==> config.mk <==
export PLATFORM = sky130hd
export DESIGN_NAME = warmup_moving_average_unit
export DESIGN_NICKNAME = d
export VERILOG_FILES = /design/src/hdl/wma_pkg.sv /design/src/hdl/warmup_moving_average_unit.sv /design/src/hdl/wma_ctrl.sv /design/src/hdl/wma_datapath.sv
export SDC_FILE = /design/constraint.sdc
export NUM_CORES = 1
export LEC_CHECK = 0
export BUFFER_PORTS_ARGS = -buffer_cell sky130_fd_sc_hd__buf_2
export CAP_MARGIN = 20
export CELL_PAD_IN_SITES_DETAIL_PLACEMENT = 0
export CELL_PAD_IN_SITES_GLOBAL_PLACEMENT = 1
export CORE_MARGIN = 2
export CORE_UTILIZATION = 40
export CTS_CLUSTER_DIAMETER = 120
export DETAILED_ROUTE_END_ITERATION = 16
export PLACE_DENSITY = 0.66
export RECOVER_POWER = 100
export SLEW_MARGIN = 20
export SYNTH_ARGS = -nofsm -noshare
export SYNTH_HDL_FRONTEND = slang
export SYNTH_SLANG_ARGS = --single-unit
==> constraint.sdc <==
create_clock -name i_clk -period 9.6 [get_ports i_clk]
set_input_delay 0.48 -clock i_clk [delete_from_list [all_inputs] [get_ports i_clk]]
set_output_delay 0.48 -clock i_clk [all_outputs]
set_load 0.005 [all_outputs]
==> src/hdl/wma_pkg.sv <==
// Shared constants, payload types and controller/datapath interface structs.
package wma_pkg;

    localparam int MAX_WINDOW   = 32;
    localparam int SAMPLE_BITS  = 16;
    localparam int PTR_W        = $clog2(MAX_WINDOW);
    localparam int CNT_W        = $clog2(MAX_WINDOW + 1);
    localparam int SUM_W        = SAMPLE_BITS + CNT_W;
    localparam int FRAC_W       = 8;
    localparam int AVG_W        = 24;
    localparam int DVD_W        = SUM_W + FRAC_W;
    localparam int REM_W        = DVD_W - AVG_W;
    localparam int DCNT_W       = $clog2(AVG_W + 1);
    localparam int CFG_W        = 6;

    localparam logic [CFG_W-1:0] WINDOW_RESET = CFG_W'(3);

    typedef struct packed {
        logic signed [SAMPLE_BITS-1:0] sample;
        logic                          last;
    } t_in_req;

    typedef struct packed {
        logic signed [AVG_W-1:0] average;
        logic                    window_full;
        logic                    last_out;
    } t_out_req;

    typedef struct packed {
        logic accept;
        logic start_sum;
        logic sum_step;
        logic div_start;
        logic div_step;
        logic load_out;
    } t_cmd;

    typedef struct packed {
        logic sum_done;
        logic div_done;
        logic out_free;
    } t_status;

endpackage

==> src/hdl/warmup_moving_average_unit.sv <==
// Top level of the moving average unit with cumulative warm-up.
//
// Input channel: i_in_valid / o_in_stall carry one sample request (signed
// sample plus a last flag). A request is taken at a clock edge where valid is
// high and stall is low. Output channel: o_out_valid / i_out_stall carry one
// result request per input: the average with 8 fraction bits, a flag that
// tells whether a full window was averaged, and the echoed last flag.
// The window length register is written through i_cfg_we / i_cfg_wdata; the user
// must write it only while the unit is idle, which the unit does not enforce. It resets to 3.
// One request is in flight at a time. After acceptance the unit re-reads the
// n most recent samples from the history ring, one memory read per cycle,
// then runs a 24-step radix-2 divider by n (n from 1 to 32). The next sample
// is taken only after the result has been loaded into the output register.
// Since the result sits in that register, a stalled receiver does not block
// the intake of the next sample; but the next finished result waits until
// the register is free, and no sample is taken while it waits.
// Reset clears the fill count, ring pointer and output valid and loads the
// default window; the history ring itself needs no clearing, because only
// entries written in the current series are ever read. A sample marked last
// empties the history once its result has been produced.
module warmup_moving_average_unit (
    input  logic                      i_clk,
    input  logic                      i_rst_n,
    input  logic                      i_cfg_we,
    input  logic [wma_pkg::CFG_W-1:0] i_cfg_wdata,
    input  logic                      i_in_valid,
    output logic                      o_in_stall,
    input  wma_pkg::t_in_req          i_in_req,
    output logic                      o_out_valid,
    input  logic                      i_out_stall,
    output wma_pkg::t_out_req         o_out_req
);

    // Commands from the sequencer and status back from the datapath.
    wma_pkg::t_cmd    cmd;
    wma_pkg::t_status status;

    wma_ctrl u_ctrl (
        .i_clk      (i_clk),
        .i_rst_n    (i_rst_n),
        .i_in_valid (i_in_valid),
        .i_status   (status),
        .o_cmd      (cmd),
        .o_in_stall (o_in_stall)
    );

    wma_datapath u_datapath (
        .i_clk       (i_clk),
        .i_rst_n     (i_rst_n),
        .i_cfg_we    (i_cfg_we),
        .i_cfg_wdata (i_cfg_wdata),
        .i_in_req    (i_in_req),
        .i_cmd       (cmd),
        .o_status    (status),
        .i_out_stall (i_out_stall),
        .o_out_valid (o_out_valid),
        .o_out_req   (o_out_req)
    );

endmodule

==> src/hdl/wma_ctrl.sv <==
// Sequencer that steps one request through summing, dividing and output.
module wma_ctrl (
    input  logic           i_clk,
    input  logic           i_rst_n,
    input  logic           i_in_valid,
    input  wma_pkg::t_status i_status,
    output wma_pkg::t_cmd  o_cmd,
    output logic           o_in_stall
);

    typedef enum logic [5:0] {
        S_IDLE  = 6'b000001,
        S_LOAD  = 6'b000010,
        S_SUM   = 6'b000100,
        S_DINIT = 6'b001000,
        S_DIV   = 6'b010000,
        S_DONE  = 6'b100000
    } t_state;

    t_state r_state;
    t_state n_state;

    always_ff @(posedge i_clk) begin
        if (!i_rst_n) begin
            r_state <= S_IDLE;
        end else begin
            r_state <= n_state;
        end
    end

    always_comb begin
        n_state = r_state;
        o_cmd   = '0;
        case (r_state)
            S_IDLE: begin
                if (i_in_valid && i_rst_n) begin
                    o_cmd.accept = 1'b1;
                    n_state      = S_LOAD;
                end
            end
            S_LOAD: begin
                o_cmd.start_sum = 1'b1;
                n_state         = S_SUM;
            end
            S_SUM: begin
                o_cmd.sum_step = 1'b1;
                if (i_status.sum_done) begin
                    n_state = S_DINIT;
                end
            end
            S_DINIT: begin
                o_cmd.div_start = 1'b1;
                n_state         = S_DIV;
            end
            S_DIV: begin
                if (i_status.div_done) begin
                    n_state = S_DONE;
                end else begin
                    o_cmd.div_step = 1'b1;
                end
            end
            S_DONE: begin
                if (i_status.out_free) begin
                    o_cmd.load_out = 1'b1;
                    n_state        = S_IDLE;
                end
            end
            default: begin
                n_state = S_IDLE;
            end
        endcase
    end

    // No request is taken while reset is held.
    assign o_in_stall = (r_state != S_IDLE) || !i_rst_n;

endmodule

==> src/hdl/wma_datapath.sv <==
// History ring, window sum accumulator, radix-2 divider and output register.
module wma_datapath (
    input  logic                           i_clk,
    input  logic                           i_rst_n,
    input  logic                           i_cfg_we,
    input  logic [wma_pkg::CFG_W-1:0]      i_cfg_wdata,
    input  wma_pkg::t_in_req               i_in_req,
    input  wma_pkg::t_cmd                  i_cmd,
    output wma_pkg::t_status               o_status,
    input  logic                           i_out_stall,
    output logic                           o_out_valid,
    output wma_pkg::t_out_req              o_out_req
);

    localparam int PTR_W  = wma_pkg::PTR_W;
    localparam int CNT_W  = wma_pkg::CNT_W;
    localparam int SUM_W  = wma_pkg::SUM_W;
    localparam int SB     = wma_pkg::SAMPLE_BITS;
    localparam int AVG_W  = wma_pkg::AVG_W;
    localparam int REM_W  = wma_pkg::REM_W;
    localparam int DVD_W  = wma_pkg::DVD_W;
    localparam int CFG_W  = wma_pkg::CFG_W;
    localparam int MAXW   = wma_pkg::MAX_WINDOW;

    logic [SB-1:0]          r_mem [MAXW];
    logic [SB-1:0]          r_rd_data;
    logic [CFG_W-1:0]       r_window;
    logic [PTR_W-1:0]       r_wp;
    logic [CNT_W-1:0]       r_fill;
    logic                   r_last;
    logic [CNT_W-1:0]       r_n;
    logic                   r_full;
    logic [PTR_W-1:0]       r_rd_ptr;
    logic [CNT_W-1:0]       r_rd_left;
    logic                   r_rd_vld;
    logic signed [SUM_W-1:0] r_sum;
    logic                   r_neg;
    logic [REM_W-1:0]       r_rem;
    logic [AVG_W-1:0]       r_quo;
    logic [wma_pkg::DCNT_W-1:0] r_div_cnt;
    logic                   r_out_vld;
    wma_pkg::t_out_req      r_out;

    logic [CNT_W-1:0]       eff_window;
    logic [CNT_W-1:0]       used_cnt;
    logic [PTR_W-1:0]       wp_inc;
    logic [PTR_W-1:0]       wp_dec;
    logic [PTR_W-1:0]       rd_dec;
    logic [SUM_W-1:0]       rd_ext;
    logic [SUM_W-1:0]       sum_mag;
    logic [DVD_W-1:0]       dividend;
    logic [REM_W:0]         trial;
    logic [REM_W:0]         n_ext;
    logic [REM_W:0]         diff;
    logic                   q_bit;
    logic [REM_W-1:0]       rem_next;

    // Window zero acts as one; a window beyond the ring depth acts as the depth.
    always_comb begin
        if ({1'b0, r_window} > (CFG_W + 1)'(MAXW)) begin
            eff_window = CNT_W'(MAXW);
        end else if (r_window == '0) begin
            eff_window = CNT_W'(1);
        end else begin
            eff_window = CNT_W'(r_window);
        end
    end

    assign used_cnt = (r_fill < eff_window) ? r_fill : eff_window;
    assign wp_inc   = (r_wp == PTR_W'(MAXW - 1)) ? '0 : r_wp + PTR_W'(1);
    assign wp_dec   = (r_wp == '0) ? PTR_W'(MAXW - 1) : r_wp - PTR_W'(1);
    assign rd_dec   = (r_rd_ptr == '0) ? PTR_W'(MAXW - 1) : r_rd_ptr - PTR_W'(1);
    assign rd_ext   = {{(SUM_W - SB){r_rd_data[SB-1]}}, r_rd_data};
    assign sum_mag  = r_sum[SUM_W-1] ? SUM_W'(-r_sum) : SUM_W'(r_sum);
    assign dividend = {sum_mag, wma_pkg::FRAC_W'(0)};

    // One restoring division step per cycle; the remainder always stays below n.
    assign trial    = {r_rem, r_quo[AVG_W-1]};
    assign n_ext    = (REM_W + 1)'(r_n);
    assign diff     = trial - n_ext;
    assign q_bit    = (trial >= n_ext);
    assign rem_next = q_bit ? diff[REM_W-1:0] : trial[REM_W-1:0];

    always_ff @(posedge i_clk) begin
        if (i_cmd.accept) begin
            r_mem[r_wp] <= i_in_req.sample;
        end
        r_rd_data <= r_mem[r_rd_ptr];
    end

    always_ff @(posedge i_clk) begin
        if (!i_rst_n) begin
            r_window  <= wma_pkg::WINDOW_RESET;
            r_wp      <= '0;
            r_fill    <= '0;
            r_rd_left <= '0;
            r_rd_vld  <= 1'b0;
            r_sum     <= '0;
            r_div_cnt <= '0;
            r_out_vld <= 1'b0;
        end else begin
            if (i_cfg_we) begin
                r_window <= i_cfg_wdata;
            end
            if (i_cmd.accept) begin
                r_wp <= wp_inc;
                if (r_fill < CNT_W'(MAXW)) begin
                    r_fill <= r_fill + CNT_W'(1);
                end
            end
            if (i_cmd.start_sum) begin
                r_rd_left <= used_cnt;
                r_rd_vld  <= 1'b0;
                r_sum     <= '0;
            end
            if (i_cmd.sum_step) begin
                r_rd_vld <= (r_rd_left != '0);
                if (r_rd_left != '0) begin
                    r_rd_left <= r_rd_left - CNT_W'(1);
                end
                if (r_rd_vld) begin
                    r_sum <= r_sum + $signed(rd_ext);
                end
            end
            if (i_cmd.div_start) begin
                r_div_cnt <= wma_pkg::DCNT_W'(AVG_W);
            end
            if (i_cmd.div_step) begin
                r_div_cnt <= r_div_cnt - wma_pkg::DCNT_W'(1);
            end
            if (i_cmd.load_out) begin
                r_out_vld <= 1'b1;
                if (r_last) begin
                    r_wp   <= '0;
                    r_fill <= '0;
                    r_sum  <= '0;
                end
            end else if (!i_out_stall) begin
                r_out_vld <= 1'b0;
            end
        end
    end

    always_ff @(posedge i_clk) begin
        if (i_cmd.accept) begin
            r_last <= i_in_req.last;
        end
        if (i_cmd.start_sum) begin
            r_n      <= used_cnt;
            r_full   <= (used_cnt == eff_window);
            r_rd_ptr <= wp_dec;
        end
        if (i_cmd.sum_step && (r_rd_left != '0)) begin
            r_rd_ptr <= rd_dec;
        end
        if (i_cmd.div_start) begin
            r_neg <= r_sum[SUM_W-1];
            r_rem <= dividend[DVD_W-1:AVG_W];
            r_quo <= dividend[AVG_W-1:0];
        end
        if (i_cmd.div_step) begin
            r_rem <= rem_next;
            r_quo <= {r_quo[AVG_W-2:0], q_bit};
        end
        if (i_cmd.load_out) begin
            r_out.average     <= r_neg ? $signed(-r_quo) : $signed(r_quo);
            r_out.window_full <= r_full;
            r_out.last_out    <= r_last;
        end
    end

    assign o_status.sum_done = (r_rd_left == '0) && !r_rd_vld;
    assign o_status.div_done = (r_div_cnt == '0);
    assign o_status.out_free = !r_out_vld || !i_out_stall;

    assign o_out_valid = r_out_vld;
    assign o_out_req   = r_out;

endmodule

==> results.cfg <==
[outcome]
status = finished, violations left
violations = capacitance limit, slew limit

[logic_synthesis]
synth_area_leaders = edfxtp_1, mux4_2, dfxtp_1
syn_inst = 1570
ys_warn_count = 0
synth_seq_cells = 656
synth_mux_area_share_pct = 14.6
synth-simple-area-share_pct = 5.73
synthXorXnorAreaFrac_pct = 2.24
synth-compound-area-share_pct = 4.33
netlist_area_sq_um = 27300
synth_top_area_share_pct = 64.0
synth_top_family_by_area = multiplexers
yosysTopAreaCell = edfxtp_1
yosys.area_share.adder_pct = 2.16
synth_seq_area_share_pct = 69.4
syn-num-nets = 1644
synth-edff-count = 582
async_flop_share_pct = 0
ys_types = 68
syn_area_per_cell_sq_um = 17.4
synth_ff_type = edfxtp_1

[placement]
routabilityCongestion = 0.794
hpwlAfterDp_um = 40500
io_buffers = 55
dpl_cell_area_sq_um = 28600
placedCellCount = 2444

[grt]
grt-ovfl-total = 0
grt_pass1_wl_um = 95600
grt_max_degree = 88
grtUsageTotal_pct = 18.5
grt_pass1_vias = 14529
antenna_found_initial = 0

[timing]
rsz0062_at_grt = no
min_period_ns = 5.48
fmax_ghz = 0.182
tightest_slew_ns = 3.87
final_max_slew_viol_count = 1073
slew_headroom_pct = -158
setup_viol = 0
fin_worst_skew_ns = 0.0344
finalHoldViolCount = 0
period_share_pct = 57.1
fin_tns_setup_ns = 0

[clocking]
cts_max_path_buffers = 3
cts.sinks = 656
cts_setup_buffers = 0
cts.htree.levels = 3
post_cts_resized = 0
ctsHoldBuffers = 0
clk_pin_slew_ns = 0.06
ctsRootBufferMaster = clkbuf_16
clk_latency_ns = 0.62
cts_tree = yes
cts_buffers = 70

[floorplan]
io_pins = 56
coreArea_sq_um = 67400
initial_core_util_pct = 40.5
num_rows = 95
dieArea_sq_um = 70400
die_w_um = 265
die_y_um = 265

[worst_setup_path]
arrival_ns = 5.98
cp_max_fo = 87
r2r_start = u_datapath.r_rd_ptr[0]$_DFFE_PP_
startpoint_type = register
critPathLaunch = u_datapath.r_rd_ptr[0]$_DFFE_PP_
crit_type = reg2reg
end_kind = register
cp.required_ns = 10.10

[layout]
drive_above_1_share_pct = 18.3
syn2layout_area_growth_pct = 12.0
layout.nets = 1718
final_core_utilization_pct = 45.4
fin_cells = 2570
final_area_sq_um = 30600
fillCellCount = 5769
n_antenna_cell = 0

[power]
leakagePower_nw = 9.86
power_mw = 5.95
max-vdd-ir-drop_uv = 149
p_per_area_nw_per_um2 = 194

[route]
drc_errors = 0
vias = 14440
dr.pass1.iters = 6
ant_nets = 0
first_iter_violations = 1445
vias_per_cell = 5.62
wl_per_cell_um = 25.0
routed_wirelength_um = 64400

[hold_path]
hold_path_startpoint = i_cfg_wdata[0]
min_path_type = in2reg

[run]
drv_cap = 47
[report_power, final]
group          switching [mW]  internal (mW)
registers              0.0190           3.12
clock network            1.13           1.48
logic                   0.130         0.0745
total                    1.27           4.67
[critical path, cell delays in order (launching register included)]
cell and delay, ns:
edfxtp_1 0.38, buf_12 0.50, clkbuf_1 2.78, mux4_2 0.82
mux4_2 0.50, mux2_2 0.28
[flip-flops by register name, indices dropped and copies added, names as in the netlist]
| name | count |
|---|---|
| u_datapath.r_mem | 512 |
| u_datapath.o_out_req | 26 |
| u_datapath.r_quo | 24 |
| u_datapath.r_sum | 22 |
| u_datapath.r_rd_data | 16 |
| u_ctrl.r_state | 6 |
| u_datapath.r_fill | 6 |
| u_datapath.r_n | 6 |
| u_datapath.r_rd_left | 6 |
| u_datapath.r_rem | 6 |
| u_datapath.r_window | 6 |
| u_datapath.r_div_cnt | 5 |
| u_datapath.r_rd_ptr | 5 |
| u_datapath.r_wp | 5 |
| u_datapath.o_out_valid | 1 |
| u_datapath.r_full | 1 |
| u_datapath.r_last | 1 |
| u_datapath.r_neg | 1 |
| u_datapath.r_rd_vld | 1 |
[final cells by class]
| class | count | area, sq um | share of cell area, % |
|---|---|---|---|
| Sequential cell | 656 | 19000 | 61.9 |
| Multi-Input combinational cell | 812 | 7900 | 25.8 |
| Clock inverter | 24 | 273 | 0.891 |
| Timing Repair Buffer | 66 | 312 | 1.02 |
| Tap cell | 873 | 1090 | 3.57 |
| Clock buffer | 101 | 1940 | 6.33 |
| Inverter | 38 | 143 | 0.466 |
[per-layer routing]
| layer | vias up | GRT usage [%] | wire length [um] |
|---|---|---|---|
| li1 | 6410 | - | - |
| met1 | 7477 | 25.4 | 27600 |
| met2 | 443 | 28.2 | 29600 |
| met3 | 110 | 4.93 | 4750 |
| met4 | 0 | 7.13 | 2420 |
| met5 | - | 0 | 0 |
[layout by cell type (no fill, tap or decap), types with 43 or more instances in the layout]
cell type  instances
o21ai_0           67
clkbuf_1          60
clkbuf_16         71
edfxtp_1         582
dfxtp_1           74
nor2_1            95
nand2_1           86
mux4_2           160
xnor2_1           43
ha_1              44
[metrics by stage]
stage	hold slack, ns	worst slack (ns)
3_5_place_dp	0.416	5.96
3_3_place_gp	0.406	5.87
2_1_floorplan	0.400	6.32
4_1_cts	0.0635	5.94
5_1_grt	0.0747	3.41
6_report	0.0896	4.12
[cell families after synthesis]
kind of cell             Yosys count
buffers and inverters            102
AND/OR/NAND/NOR                  312
flip-flops                       656
XOR/XNOR                          70
AO/OA/AOI/OAI                    187
multiplexers                     197
adder cells (fa/ha/maj)           46
[cell usage after synthesis (all sizes together) (6+ instances only)]
cell    count
edfxtp    582
mux4      160
nor2       95
nand2      86
dfxtp      74
o21ai      67
clkbuf     45
ha         44
xnor2      43
inv        37
a21oi      36
xor2       27
mux2       20
buf        19
nor2b      18
mux2i      17
nand3      17
nor3       17
o31ai      13
a31oi      12
nor3b      11
nand3b     10
o41ai       9
or4         9
nand2b      8
nor4        8
a211oi      7
a21boi      7
and2        7
a21o        6
[path summary, 6_finish.rpt]
path | cells past startpoint | end | slack, ns
setup / recovery | 5 | u_datapath.r_rd_data[2]$_DFF_P_ | 4.12
hold / removal | 3 | u_datapath.r_window[0]$_SDFFE_PN1P_ | 0.09
setup reg to reg | 5 | u_datapath.r_rd_data[2]$_DFF_P_ | 4.12
hold reg to reg | 0 | u_datapath.o_out_req[1]$_DFFE_PP_ | 0.42
Power figures use the tool's default switching activity.
